`config.mk`:
```
export PLATFORM = sky130hd
export DESIGN_NAME = cpu_alu_8bit_flags_core
export DESIGN_NICKNAME = d
export VERILOG_FILES = /design/src/calu_pkg.sv /design/src/cpu_alu_8bit_flags_core.sv /design/src/calu_decode.sv /design/src/calu_exec.sv /design/src/calu_flags.sv
export VERILOG_INCLUDE_DIRS = /design/src /design/src/src
export SDC_FILE = /design/constraint.sdc
export NUM_CORES = 1
export LEC_CHECK = 0
export ABC_CLOCK_PERIOD_IN_PS = 7500
export BUFFER_PORTS_ARGS = -buffer_cell sky130_fd_sc_hd__buf_2
export CAP_MARGIN = 25
export CORE_UTILIZATION = 34
export DETAILED_ROUTE_END_ITERATION = 7
export SLEW_MARGIN = 15
export SYNTH_ARGS = -nofsm -noshare
export SYNTH_HDL_FRONTEND = slang
export SYNTH_HIERARCHICAL = 1
export SYNTH_SLANG_ARGS = --single-unit
```
`constraint.sdc`:
```
create_clock -name clk_i -period 7.5 [get_ports clk_i]
set_clock_uncertainty 0.05 [all_clocks]
set_input_delay 0.375 -clock clk_i [delete_from_list [all_inputs] [get_ports clk_i]]
set_output_delay 0.375 -clock clk_i [all_outputs]
set_load 0.005 [all_outputs]
```
`src/cpu_alu_8bit_flags_core_assert.svh`:
```
// Assertion macros used by the ALU core top level.
`ifndef CPU_ALU_8BIT_FLAGS_CORE_ASSERT_SVH
`define CPU_ALU_8BIT_FLAGS_CORE_ASSERT_SVH

`ifndef ASSERT_OFF
`define CALU_ASSERT_CLK(lbl, clk, rst_n, prop) \
  lbl: assert property (@(posedge clk) disable iff (!rst_n) prop) \
    else $error("assertion failed in ALU core");
`define CALU_ASSERT(lbl, prop) `CALU_ASSERT_CLK(lbl, clk_i, rst_ni, prop)
`else
`define CALU_ASSERT_CLK(lbl, clk, rst_n, prop)
`define CALU_ASSERT(lbl, prop)
`endif

`endif

```
`src/calu_pkg.sv`:
```
// Types and codes shared by the ALU core pipeline stages.
package calu_pkg;

  typedef enum logic [4:0] {
    OP_ADD  = 5'd0,
    OP_ADC  = 5'd1,
    OP_SUB  = 5'd2,
    OP_SBC  = 5'd3,
    OP_CP   = 5'd4,
    OP_AND  = 5'd5,
    OP_OR   = 5'd6,
    OP_XOR  = 5'd7,
    OP_INC  = 5'd8,
    OP_DEC  = 5'd9,
    OP_RLC  = 5'd10,
    OP_RRC  = 5'd11,
    OP_RL   = 5'd12,
    OP_RR   = 5'd13,
    OP_SWAP = 5'd14,
    OP_SET  = 5'd15,
    OP_RES  = 5'd16,
    OP_CPL  = 5'd17
  } op_e;

  typedef enum logic [3:0] {
    U_ARITH = 4'd0,
    U_AND   = 4'd1,
    U_OR    = 4'd2,
    U_XOR   = 4'd3,
    U_RLC   = 4'd4,
    U_RRC   = 4'd5,
    U_RL    = 4'd6,
    U_RR    = 4'd7,
    U_SWAP  = 4'd8,
    U_CPL   = 4'd9,
    U_PASS  = 4'd10
  } unit_e;

  typedef enum logic [2:0] {
    FM_ARITH  = 3'd0,
    FM_INCDEC = 3'd1,
    FM_AND    = 3'd2,
    FM_ZC     = 3'd3,
    FM_CPL    = 3'd4,
    FM_PASS   = 3'd5
  } fmode_e;

  localparam int unsigned FlagZ = 3;
  localparam int unsigned FlagN = 2;
  localparam int unsigned FlagH = 1;
  localparam int unsigned FlagC = 0;

  typedef struct packed {
    logic [4:0] operation;
    logic [7:0] accumulator;
    logic [7:0] operand;
    logic [2:0] bit_index;
    logic [3:0] flags_in;
  } in_t;

  typedef struct packed {
    logic [7:0] result;
    logic [3:0] flags_out;
  } out_t;

  typedef struct packed {
    unit_e      unit;
    fmode_e     fmode;
    logic [7:0] x;
    logic [7:0] y;
    logic       cin;
    logic       sub;
    logic       res_acc;
    logic [3:0] flags;
  } dec_t;

  typedef struct packed {
    logic [7:0] r;
    logic       c;
    logic       h;
    logic       n;
    fmode_e     fmode;
    logic       res_acc;
    logic [7:0] acc;
    logic [3:0] flags;
  } exe_t;

  typedef struct packed {
    logic valid;
    logic stall;
  } hs_t;

endpackage

```
`src/cpu_alu_8bit_flags_core.sv`:
```
// Top level of the 8-bit ALU with Z, N, H and C flags: three-stage pipeline.
//
//   channel | direction | handshake                 | payload
//   in      | input     | in_valid_i / in_stall_o   | in_data_i  (calu_pkg::in_t)
//   out     | output    | out_valid_o / out_stall_i | out_data_o (calu_pkg::out_t)
//
// Each transaction passes the decode, execute and flag registers in that order.
// One transaction enters per cycle unless in_stall_o is high.
// A stall holds only the full stages; bubbles collapse, so input keeps flowing while any stage is empty.
// Reset empties all stages; no output is presented after reset until data arrives.
`include "cpu_alu_8bit_flags_core_assert.svh"

module cpu_alu_8bit_flags_core (
  input  logic           clk_i,
  input  logic           rst_ni,
  input  logic           in_valid_i,
  output logic           in_stall_o,
  input  calu_pkg::in_t  in_data_i,
  output logic           out_valid_o,
  input  logic           out_stall_i,
  output calu_pkg::out_t out_data_o
);

  calu_pkg::hs_t  hs_dec;
  calu_pkg::hs_t  hs_exe;
  calu_pkg::hs_t  hs_flg;
  calu_pkg::dec_t dec;
  calu_pkg::exe_t exe;

  calu_decode u_decode (
    .clk_i   (clk_i),
    .rst_ni  (rst_ni),
    .valid_i (in_valid_i),
    .item_i  (in_data_i),
    .stall_i (hs_exe.stall),
    .hs_o    (hs_dec),
    .dec_o   (dec)
  );

  calu_exec u_exec (
    .clk_i   (clk_i),
    .rst_ni  (rst_ni),
    .valid_i (hs_dec.valid),
    .dec_i   (dec),
    .stall_i (hs_flg.stall),
    .hs_o    (hs_exe),
    .exe_o   (exe)
  );

  calu_flags u_flags (
    .clk_i   (clk_i),
    .rst_ni  (rst_ni),
    .valid_i (hs_exe.valid),
    .exe_i   (exe),
    .stall_i (out_stall_i),
    .hs_o    (hs_flg),
    .out_o   (out_data_o)
  );

  assign in_stall_o  = hs_dec.stall;
  assign out_valid_o = hs_flg.valid;

  `CALU_ASSERT(a_stall_only_when_out_blocked, in_stall_o |-> (out_valid_o && out_stall_i))
  `CALU_ASSERT(a_dec_to_exe_kept, (hs_dec.valid && !hs_exe.stall) |=> hs_exe.valid)
  `CALU_ASSERT(a_exe_to_flg_kept, (hs_exe.valid && !hs_flg.stall) |=> hs_flg.valid)

endmodule

```
`src/calu_decode.sv`:
```
// Stage one: operation decode and adder operand preparation.
module calu_decode (
  input  logic          clk_i,
  input  logic          rst_ni,
  input  logic          valid_i,
  input  calu_pkg::in_t item_i,
  input  logic          stall_i,
  output calu_pkg::hs_t hs_o,
  output calu_pkg::dec_t dec_o
);

  logic           valid_q;
  logic           stall;
  calu_pkg::dec_t dec_d;
  calu_pkg::dec_t dec_q;
  logic [7:0]     mask;
  logic           cin;

  assign stall = valid_q && stall_i;
  assign mask  = 8'b1 << item_i.bit_index;
  assign cin   = item_i.flags_in[calu_pkg::FlagC];

  always_comb begin
    dec_d.unit    = calu_pkg::U_PASS;
    dec_d.fmode   = calu_pkg::FM_PASS;
    dec_d.x       = item_i.accumulator;
    dec_d.y       = item_i.operand;
    dec_d.cin     = 1'b0;
    dec_d.sub     = 1'b0;
    dec_d.res_acc = 1'b0;
    dec_d.flags   = item_i.flags_in;
    case (item_i.operation)
      calu_pkg::OP_ADD: begin
        dec_d.unit  = calu_pkg::U_ARITH;
        dec_d.fmode = calu_pkg::FM_ARITH;
      end
      calu_pkg::OP_ADC: begin
        dec_d.unit  = calu_pkg::U_ARITH;
        dec_d.fmode = calu_pkg::FM_ARITH;
        dec_d.cin   = cin;
      end
      calu_pkg::OP_SUB: begin
        dec_d.unit  = calu_pkg::U_ARITH;
        dec_d.fmode = calu_pkg::FM_ARITH;
        dec_d.y     = ~item_i.operand;
        dec_d.cin   = 1'b1;
        dec_d.sub   = 1'b1;
      end
      calu_pkg::OP_SBC: begin
        dec_d.unit  = calu_pkg::U_ARITH;
        dec_d.fmode = calu_pkg::FM_ARITH;
        dec_d.y     = ~item_i.operand;
        dec_d.cin   = ~cin;
        dec_d.sub   = 1'b1;
      end
      calu_pkg::OP_CP: begin
        dec_d.unit    = calu_pkg::U_ARITH;
        dec_d.fmode   = calu_pkg::FM_ARITH;
        dec_d.y       = ~item_i.operand;
        dec_d.cin     = 1'b1;
        dec_d.sub     = 1'b1;
        dec_d.res_acc = 1'b1;
      end
      calu_pkg::OP_AND: begin
        dec_d.unit  = calu_pkg::U_AND;
        dec_d.fmode = calu_pkg::FM_AND;
      end
      calu_pkg::OP_OR: begin
        dec_d.unit  = calu_pkg::U_OR;
        dec_d.fmode = calu_pkg::FM_ZC;
      end
      calu_pkg::OP_XOR: begin
        dec_d.unit  = calu_pkg::U_XOR;
        dec_d.fmode = calu_pkg::FM_ZC;
      end
      calu_pkg::OP_INC: begin
        dec_d.unit  = calu_pkg::U_ARITH;
        dec_d.fmode = calu_pkg::FM_INCDEC;
        dec_d.x     = item_i.operand;
        dec_d.y     = 8'h00;
        dec_d.cin   = 1'b1;
      end
      calu_pkg::OP_DEC: begin
        dec_d.unit  = calu_pkg::U_ARITH;
        dec_d.fmode = calu_pkg::FM_INCDEC;
        dec_d.x     = item_i.operand;
        dec_d.y     = 8'hFF;
        dec_d.sub   = 1'b1;
      end
      calu_pkg::OP_RLC: begin
        dec_d.unit  = calu_pkg::U_RLC;
        dec_d.fmode = calu_pkg::FM_ZC;
        dec_d.x     = item_i.operand;
      end
      calu_pkg::OP_RRC: begin
        dec_d.unit  = calu_pkg::U_RRC;
        dec_d.fmode = calu_pkg::FM_ZC;
        dec_d.x     = item_i.operand;
      end
      calu_pkg::OP_RL: begin
        dec_d.unit  = calu_pkg::U_RL;
        dec_d.fmode = calu_pkg::FM_ZC;
        dec_d.x     = item_i.operand;
      end
      calu_pkg::OP_RR: begin
        dec_d.unit  = calu_pkg::U_RR;
        dec_d.fmode = calu_pkg::FM_ZC;
        dec_d.x     = item_i.operand;
      end
      calu_pkg::OP_SWAP: begin
        dec_d.unit  = calu_pkg::U_SWAP;
        dec_d.fmode = calu_pkg::FM_ZC;
        dec_d.x     = item_i.operand;
      end
      calu_pkg::OP_SET: begin
        dec_d.unit = calu_pkg::U_OR;
        dec_d.x    = item_i.operand;
        dec_d.y    = mask;
      end
      calu_pkg::OP_RES: begin
        dec_d.unit = calu_pkg::U_AND;
        dec_d.x    = item_i.operand;
        dec_d.y    = ~mask;
      end
      calu_pkg::OP_CPL: begin
        dec_d.unit  = calu_pkg::U_CPL;
        dec_d.fmode = calu_pkg::FM_CPL;
        dec_d.x     = item_i.operand;
      end
      default: begin
        dec_d.unit = calu_pkg::U_PASS;
      end
    endcase
  end

  always_ff @(posedge clk_i or negedge rst_ni) begin
    if (!rst_ni) begin
      valid_q <= 1'b0;
    end else if (!stall) begin
      valid_q <= valid_i;
    end
  end

  always_ff @(posedge clk_i) begin
    if (!stall) begin
      dec_q <= dec_d;
    end
  end

  assign hs_o.valid = valid_q;
  assign hs_o.stall = stall;
  assign dec_o      = dec_q;

endmodule

```
`src/calu_exec.sv`:
```
// Stage two: adder, logic unit, rotator, nibble swap and complement.
module calu_exec (
  input  logic           clk_i,
  input  logic           rst_ni,
  input  logic           valid_i,
  input  calu_pkg::dec_t dec_i,
  input  logic           stall_i,
  output calu_pkg::hs_t  hs_o,
  output calu_pkg::exe_t exe_o
);

  logic           valid_q;
  logic           stall;
  calu_pkg::exe_t exe_d;
  calu_pkg::exe_t exe_q;
  logic [8:0]     sum;
  logic [4:0]     low;
  logic           cin_old;

  assign stall   = valid_q && stall_i;
  assign sum     = {1'b0, dec_i.x} + {1'b0, dec_i.y} + {8'b0, dec_i.cin};
  assign low     = {1'b0, dec_i.x[3:0]} + {1'b0, dec_i.y[3:0]} + {4'b0, dec_i.cin};
  assign cin_old = dec_i.flags[calu_pkg::FlagC];

  always_comb begin
    exe_d.r       = dec_i.x;
    exe_d.c       = 1'b0;
    exe_d.h       = low[4] ^ dec_i.sub;
    exe_d.n       = dec_i.sub;
    exe_d.fmode   = dec_i.fmode;
    exe_d.res_acc = dec_i.res_acc;
    exe_d.acc     = dec_i.x;
    exe_d.flags   = dec_i.flags;
    case (dec_i.unit)
      calu_pkg::U_ARITH: begin
        exe_d.r = sum[7:0];
        exe_d.c = sum[8] ^ dec_i.sub;
      end
      calu_pkg::U_AND:  exe_d.r = dec_i.x & dec_i.y;
      calu_pkg::U_OR:   exe_d.r = dec_i.x | dec_i.y;
      calu_pkg::U_XOR:  exe_d.r = dec_i.x ^ dec_i.y;
      calu_pkg::U_RLC: begin
        exe_d.r = {dec_i.x[6:0], dec_i.x[7]};
        exe_d.c = dec_i.x[7];
      end
      calu_pkg::U_RRC: begin
        exe_d.r = {dec_i.x[0], dec_i.x[7:1]};
        exe_d.c = dec_i.x[0];
      end
      calu_pkg::U_RL: begin
        exe_d.r = {dec_i.x[6:0], cin_old};
        exe_d.c = dec_i.x[7];
      end
      calu_pkg::U_RR: begin
        exe_d.r = {cin_old, dec_i.x[7:1]};
        exe_d.c = dec_i.x[0];
      end
      calu_pkg::U_SWAP: exe_d.r = {dec_i.x[3:0], dec_i.x[7:4]};
      calu_pkg::U_CPL:  exe_d.r = ~dec_i.x;
      default:          exe_d.r = dec_i.x;
    endcase
  end

  always_ff @(posedge clk_i or negedge rst_ni) begin
    if (!rst_ni) begin
      valid_q <= 1'b0;
    end else if (!stall) begin
      valid_q <= valid_i;
    end
  end

  always_ff @(posedge clk_i) begin
    if (!stall) begin
      exe_q <= exe_d;
    end
  end

  assign hs_o.valid = valid_q;
  assign hs_o.stall = stall;
  assign exe_o      = exe_q;

endmodule

```
`src/calu_flags.sv`:
```
// Stage three: zero detect, flag assembly and result select.
module calu_flags (
  input  logic           clk_i,
  input  logic           rst_ni,
  input  logic           valid_i,
  input  calu_pkg::exe_t exe_i,
  input  logic           stall_i,
  output calu_pkg::hs_t  hs_o,
  output calu_pkg::out_t out_o
);

  logic           valid_q;
  logic           stall;
  calu_pkg::out_t out_d;
  calu_pkg::out_t out_q;
  logic           z;

  assign stall = valid_q && stall_i;
  assign z     = (exe_i.r == 8'h00);

  always_comb begin
    out_d.result = exe_i.res_acc ? exe_i.acc : exe_i.r;
    case (exe_i.fmode)
      calu_pkg::FM_ARITH:  out_d.flags_out = {z, exe_i.n, exe_i.h, exe_i.c};
      calu_pkg::FM_INCDEC: out_d.flags_out = {z, exe_i.n, exe_i.h,
                                              exe_i.flags[calu_pkg::FlagC]};
      calu_pkg::FM_AND:    out_d.flags_out = {z, 1'b0, 1'b1, 1'b0};
      calu_pkg::FM_ZC:     out_d.flags_out = {z, 1'b0, 1'b0, exe_i.c};
      calu_pkg::FM_CPL:    out_d.flags_out = {exe_i.flags[calu_pkg::FlagZ], 1'b1, 1'b1,
                                              exe_i.flags[calu_pkg::FlagC]};
      default:             out_d.flags_out = exe_i.flags;
    endcase
  end

  always_ff @(posedge clk_i or negedge rst_ni) begin
    if (!rst_ni) begin
      valid_q <= 1'b0;
    end else if (!stall) begin
      valid_q <= valid_i;
    end
  end

  always_ff @(posedge clk_i) begin
    if (!stall) begin
      out_q <= out_d;
    end
  end

  assign hs_o.valid = valid_q;
  assign hs_o.stall = stall;
  assign out_o      = out_q;

endmodule
```
==> results.yml, run 1 <==
outcome:
  status: "finished clean"
setup_path:
  r2r-start: "u_decode/dec_o[15]"
  critical_path_class: "reg -> reg"
  cp-start-kind: "flop"
  r2r_slack_ns: 4.67
  ff2ff_path_depth: 7
  r2r_end: "u_exec/exe_o[18]"
  worstPathArrival_ns: 2.87
  cp-end-kind: "flop"
  crit_required_ns: 7.53
  cp_max_fo: 9
synth:
  yosys_most_used_dff: "edfxtp_1"
  syn-num-nets: 490
  synth_edf_count: 69
  yosysTopAreaCell: "edfxtp_1"
  synth_cells: 440
  synthMuxAreaShare: 0.0521
  yosys_warnings: 6
  synthTopCellsByArea: "edfxtp_1 (44%), ha_1 (4.3%), mux2i_1 (2.8%)"
  yosys.cell_types.count: 72
  async_flop_share: 0.0417
  yosysTopAreaCellShare: 0.444
  synth_compound_area_frac: 0.190
  synth_adder_area_share: 0.0515
  synth-xor-area-share: 0.0132
  synth_area_mm2: 0.00466
  synth_top_family_by_area: "compound AO/OA/AOI/OAI gates"
  ys_seq_area_frac: 0.461
  ys_ff_latch: 72
  synth_area_per_cell_um2: 10.6
  yosys.area_share.simple: 0.151
cells_and_area:
  finish.instance_area_mm2: 0.00526
  layout_common_cells: "edfxtp_1 (69), buf_2 (45), inv_1 (33)"
  fillers: 1292
  areaGrowthSynthToFinish_pct: 12.8
  multi_input_area_mm2: 0.00214
  finalNetCount: 515
  drive_above_1_share: 0.204
  seq_area_mm2: 0.00215
  layout_commonest_cell: "edfxtp_1"
  n_antenna_cell: 0
floorplanning:
  die_w_um: 119
  die_area_mm2: 0.0142
  num_rows: 42
  die-height_um: 119
  core_area_mm2: 0.0133
  io_pins: 46
  start_util: 0.351
sta:
  hold_ws_ns: 0.165
  fmax_ghz: 0.353
  setup_viol_count_final: 0
  drv_slew: 0
  rsz0062_at_grt: "false"
  max_slew_margin: 0.360
  hold_viol: 0
  timing.setup.tns_ns: 0
  tightest_slew_ns: 0.960
  layout_min_cycle_time_ns: 2.83
  post-route-period-util: 0.378
clock_tree:
  clkSlewWorstSetupHoldPaths_ns: 0.06
  clock_latency_ns: 0.33
  hold_buffers: 1
  cts_sinks: 72
  root_buffer: "clkbuf_16"
  cts_setup_buffers: 0
  cts_resized: 0
  ctsLongestPathBuffers: 2
  cts.htree.levels: 3
  cts_made_buffers: 9
  cts_tree: "yes"
placement:
  dp_hpwl_um: 7370
  gp_congestion: 0.885
  numPortBuffers: 45
  place_area_mm2: 0.00489
hold_path:
  holdPathStages: 1
  min_from: "in_data_i[2]"
  hold_path_class: "in -> reg"
  hold-path-endpoint: "u_decode/dec_o[2]"
global_routing:
  grt_pass1_vias: 3147
  grt_overflow: 0
  grt_first_pass_wirelength_um: 16300
  grt_usage: 0.146
  grt_antenna_before_repair: 0
  grt_max_degree: 35
pwr:
  combPwrFrac: 0.212
  seqPwrFrac: 0.420
  leakage_nw: 2.08
  p_sw_frac: 0.273
  power_frac_clock: 0.368
  switching_power_uw: 369
  p_int_uw: 981
  fin_total_pwr_mw: 1.35
  p_per_area_mw_per_mm2: 257
  irDropWorstVdd_mv: 0.119
run:
  drv_cap: 0
route:
  drt_iter0_markers: 267
  postRouteAntennaNets: 0
  viasPerCell: 5.24
  wire_per_inst_um: 15.7
  drc_errors: 0
  drtPass1Iterations: 5
  vias: 3384
  routed_wl_um: 10100
==> worst max-delay path by stage <==
stage / from / end / depth (start not counted) / slack [ns]
floorplan: out_stall_i / in_stall_o / 9 / 4.39
global route: u_decode/dec_o[15] / u_exec/exe_o[18] / 7 / 4.62
detailed placement: u_decode/dec_o[15] / u_exec/exe_o[18] / 7 / 4.71
global placement: u_decode/dec_o[15] / u_exec/exe_o[18] / 7 / 4.72
finish: u_decode/dec_o[15] / u_exec/exe_o[18] / 7 / 4.67
CTS: u_decode/dec_o[15] / u_exec/exe_o[18] / 7 / 4.70
==> cell type report <==
cell class | count | area share
clock buffers | 10 | 0.0455
repair buffers | 51 | 0.0519
multi-input cells | 297 | 0.406
clock inverters | 6 | 0.0219
flip-flops and latches | 72 | 0.408
well taps | 176 | 0.0419
inverters | 34 | 0.0243
==> Yosys cell counts, types with 3 or more instances <==
cell	count
edfxtp_1	69
inv_1	33
nand2_1	32
nor2_1	31
o21ai_0	24
a21oi_1	23
ha_1	16
mux2i_1	13
buf_2	11
buf_4	10
mux2_2	10
a311oi_1	9
nand2b_1	9
nand3_1	9
nor2b_1	9
buf_6	8
o221ai_1	8
nor3_1	7
a21o_1	6
a31oi_1	6
clkbuf_1	6
a211oi_1	5
o22ai_1	5
xnor2_1	5
a22oi_1	4
and3_1	4
nor3b_1	4
o31ai_1	4
dfrtp_1	3
nor4_2	3
o21bai_1	3
o32ai_1	3
==> cells by family after synthesis <==
logic type / Yosys count
flip-flops: 72
buffers and inverters: 71
multiplexers: 23
adder cells (fa/ha/maj): 18
AND/OR/NAND/NOR: 127
AO/OA/AOI/OAI: 122
XOR/XNOR: 7
==> flip-flops by register name, summed over array words and instances, names as in the netlist <==
register and count:
u_decode/dec_o 30, u_exec/exe_o 27, u_flags/out_o 12, u_decode/valid_q 1, u_exec/valid_q 1, u_flags/valid_q 1
==> stage by stage <==
step                      instances  utilization  setup WS (ns)
after CTS                       646        0.395           4.70
after detailed placement        629        0.368           4.71
final                           646        0.395           4.67
after global routing            646        0.395           4.62
after global placement          629        0.368           4.72
after floorplan                 440            -           4.39
==> worst max-delay path: stages (launching register included) <==
cell	delay (ns)
edfxtp_1	0.51
fa_1	0.49
fa_1	0.45
a21o_1	0.23
a21o_1	0.22
a2111oi_4	0.36
mux2i_1	0.22
nand2_1	0.06
==> per-layer routing <==
layer,GRT usage,vias up,share of wire
met5,0,-,0
met4,0.0562,0,0.015
met3,0.0220,12,0.058
met2,0.223,129,0.44
met1,0.208,1567,0.49
li1,-,1676,-
==> power groups by stage <==
stage,combinational [mW],sequential (mW),clock (mW)
2_1_floorplan,0.226,0.557,0
3_3_place_gp,0.280,0.574,0
3_5_place_dp,0.283,0.576,0
4_1_cts,0.285,0.568,0.504
5_1_grt,0.317,0.574,0.520
6_report,0.286,0.567,0.497
(Power assumes the default switching activity.)
==> run 2: changes to the inputs <==
ABC_CLOCK_PERIOD_IN_PS = 2800   (was 7500)
clock period = 2.8 ns   (was 7.5 ns; I/O delays follow)
==> results.yml, run 2 (synthesized netlist as in run 1, its figures left out) <==
setup_path:
  r2r_slack_ns: 0.13
  cp_slowest_cell: "edfxtp_1"
  r2r_end: "u_exec/exe_o[18]"
  crit_chain: "fa_2, fa_1, a21o_1, a21o_1, a2111oi_4, mux2i_1, nand2_1"
  critical_path_class: "reg -> reg"
  cp-start-kind: "flop"
  r2r-start: "u_decode/dec_o[7]"
  slowest_delay_ns: 0.43
  worstPathArrival_ns: 2.70
  path_common_cell: "a21o_1"
  cp_max_fo: 3
  crit_required_ns: 2.83
  cp-end-kind: "flop"
  ff2ff_path_depth: 7
floorplanning:
  io_pins: 46
  start_util: 0.351
  core_area_mm2: 0.0133
  die_area_mm2: 0.0142
  num_rows: 42
  die-height_um: 119
  die_w_um: 119
cells_and_area:
  layout_common_cells: "edfxtp_1 (69), buf_2 (45), inv_1 (33)"
  final-instance-count-excl-fill: 659
  drive_above_1_share: 0.217
  layout_commonest_cell: "edfxtp_1"
  areaGrowthSynthToFinish_pct: 14.1
  n_antenna_cell: 0
  finalNetCount: 528
  largest_register_ffs: 30
route:
  drtPass1Iterations: 5
  drc_errors: 0
  wl_met1_um: 4700
  postRouteAntennaNets: 0
  dr_wl_met3_um: 610
  routed_wl_um: 9850
  drt_iter0_markers: 206
  vias: 3427
  dr_wl_met2_um: 4390
  viasPerCell: 5.20
  wire_per_inst_um: 14.9
  top_layer: "met4"
sta:
  setup_viol_count_final: 0
  fmax_ghz: 0.375
  rsz0062_at_grt: "false"
  setup_slack_ns: 0.130
  tightest_slew_ns: 0.793
  timing.setup.tns_ns: 0
  layout_min_cycle_time_ns: 2.67
  post-route-period-util: 0.954
  drv_slew: 0
  hold_viol: 0
  max_slew_margin: 0.472
clock_tree:
  root_buffer: "clkbuf_16"
  ctsLongestPathBuffers: 2
  cts_setup_buffers: 0
  cts.htree.levels: 3
  clkSlewWorstSetupHoldPaths_ns: 0.05
  cts_sinks: 72
  clock_latency_ns: 0.33
  cts_tree: "yes"
  cts_made_buffers: 9
global_routing:
  grt_usage: 0.145
  grt_pass1_vias: 3258
  grt_overflow: 0
  grt_first_pass_wirelength_um: 16300
  grt_antenna_before_repair: 0
  grt_max_degree: 33
pwr:
  leakage_nw: 2.12
  fin_total_pwr_mw: 3.42
  p_per_area_mw_per_mm2: 643
  irDropWorstVdd_mv: 0.337
hold_path:
  min_from: "in_data_i[16]"
  hold_path_class: "in -> reg"
  holdPathStages: 3
  hold-path-endpoint: "u_decode/dec_o[16]"
run:
  drv_cap: 0
placement:
  dp_hpwl_um: 7340
  place_inst: 637
  dp_slack_ns: 0.0864
  gp_congestion: 0.915
  numPortBuffers: 45
outcome:
  status: "finished clean"
run 2: where the power goes:
| part | switching [mW] | internal, mW | total, mW |
|---|---|---|---|
| clock | 0.401 | 0.711 | 1.11 |
| combinational | 0.423 | 0.356 | 0.779 |
| sequential | 0.129 | 1.40 | 1.53 |
run 2: critical path: cells and delay by family, from the launching register on:
family / cells / cell delay [ns]
adders and majority gates: 2 / 0.84
AOI/OAI and AO/OA: 3 / 0.81
DFF: 1 / 0.43
muxes: 1 / 0.23
and+or+nand+nor: 1 / 0.06
run 2: how the worst max path moves through the flow:
stage	startpoint	end	slack, ns	depth (start not counted)
floorplan	u_decode/dec_o[15]	u_exec/exe_o[18]	0.18	7
global placement	u_decode/dec_o[7]	u_exec/exe_o[18]	0.09	7
detailed placement	u_decode/dec_o[7]	u_exec/exe_o[18]	0.09	7
CTS	u_decode/dec_o[7]	u_exec/exe_o[18]	0.07	7
global route	u_decode/dec_o[7]	u_exec/exe_o[18]	0.02	7
finish	u_decode/dec_o[7]	u_exec/exe_o[18]	0.13	7
run 2: per-layer routing:
| layer | GRT usage | vias to the layer above |
|---|---|---|
| li1 | - | 1709 |
| met1 | 0.198 | 1580 |
| met2 | 0.227 | 127 |
| met3 | 0.0196 | 11 |
| met4 | 0.0633 | 0 |
| met5 | 0 | - |
run 2: area by class of cell:
class | instances | area (µm²)
Clock buffer | 11 | 243
Clock inverter | 5 | 56.3
Fill cell | 1286 | 7980
Inverter | 34 | 128
Multi-Input combinational cell | 297 | 2140
Sequential cell | 72 | 2150
Tap cell | 176 | 220
Timing Repair Buffer | 64 | 383
run 2: timing repair:
| item | 4_1_cts | 5_1_grt |
|---|---|---|
| endpoints found under the setup margin | 0 | 1 |
| endpoints found under the hold margin | 8 | 0 |
| resized for setup | 0 | 1 |
| hold buffers | 6 | 0 |
run 2: through the flow:
step / hold slack, ns / utilization / area, µm²
2_1_floorplan: -0.206 / - / 4660
5_1_grt: 0.0645 / 0.400 / 5320
4_1_cts: 0.0543 / 0.400 / 5320
3_5_place_dp: -0.109 / 0.373 / 4960
3_3_place_gp: -0.111 / 0.373 / 4960
6_report: 0.0639 / 0.400 / 5320
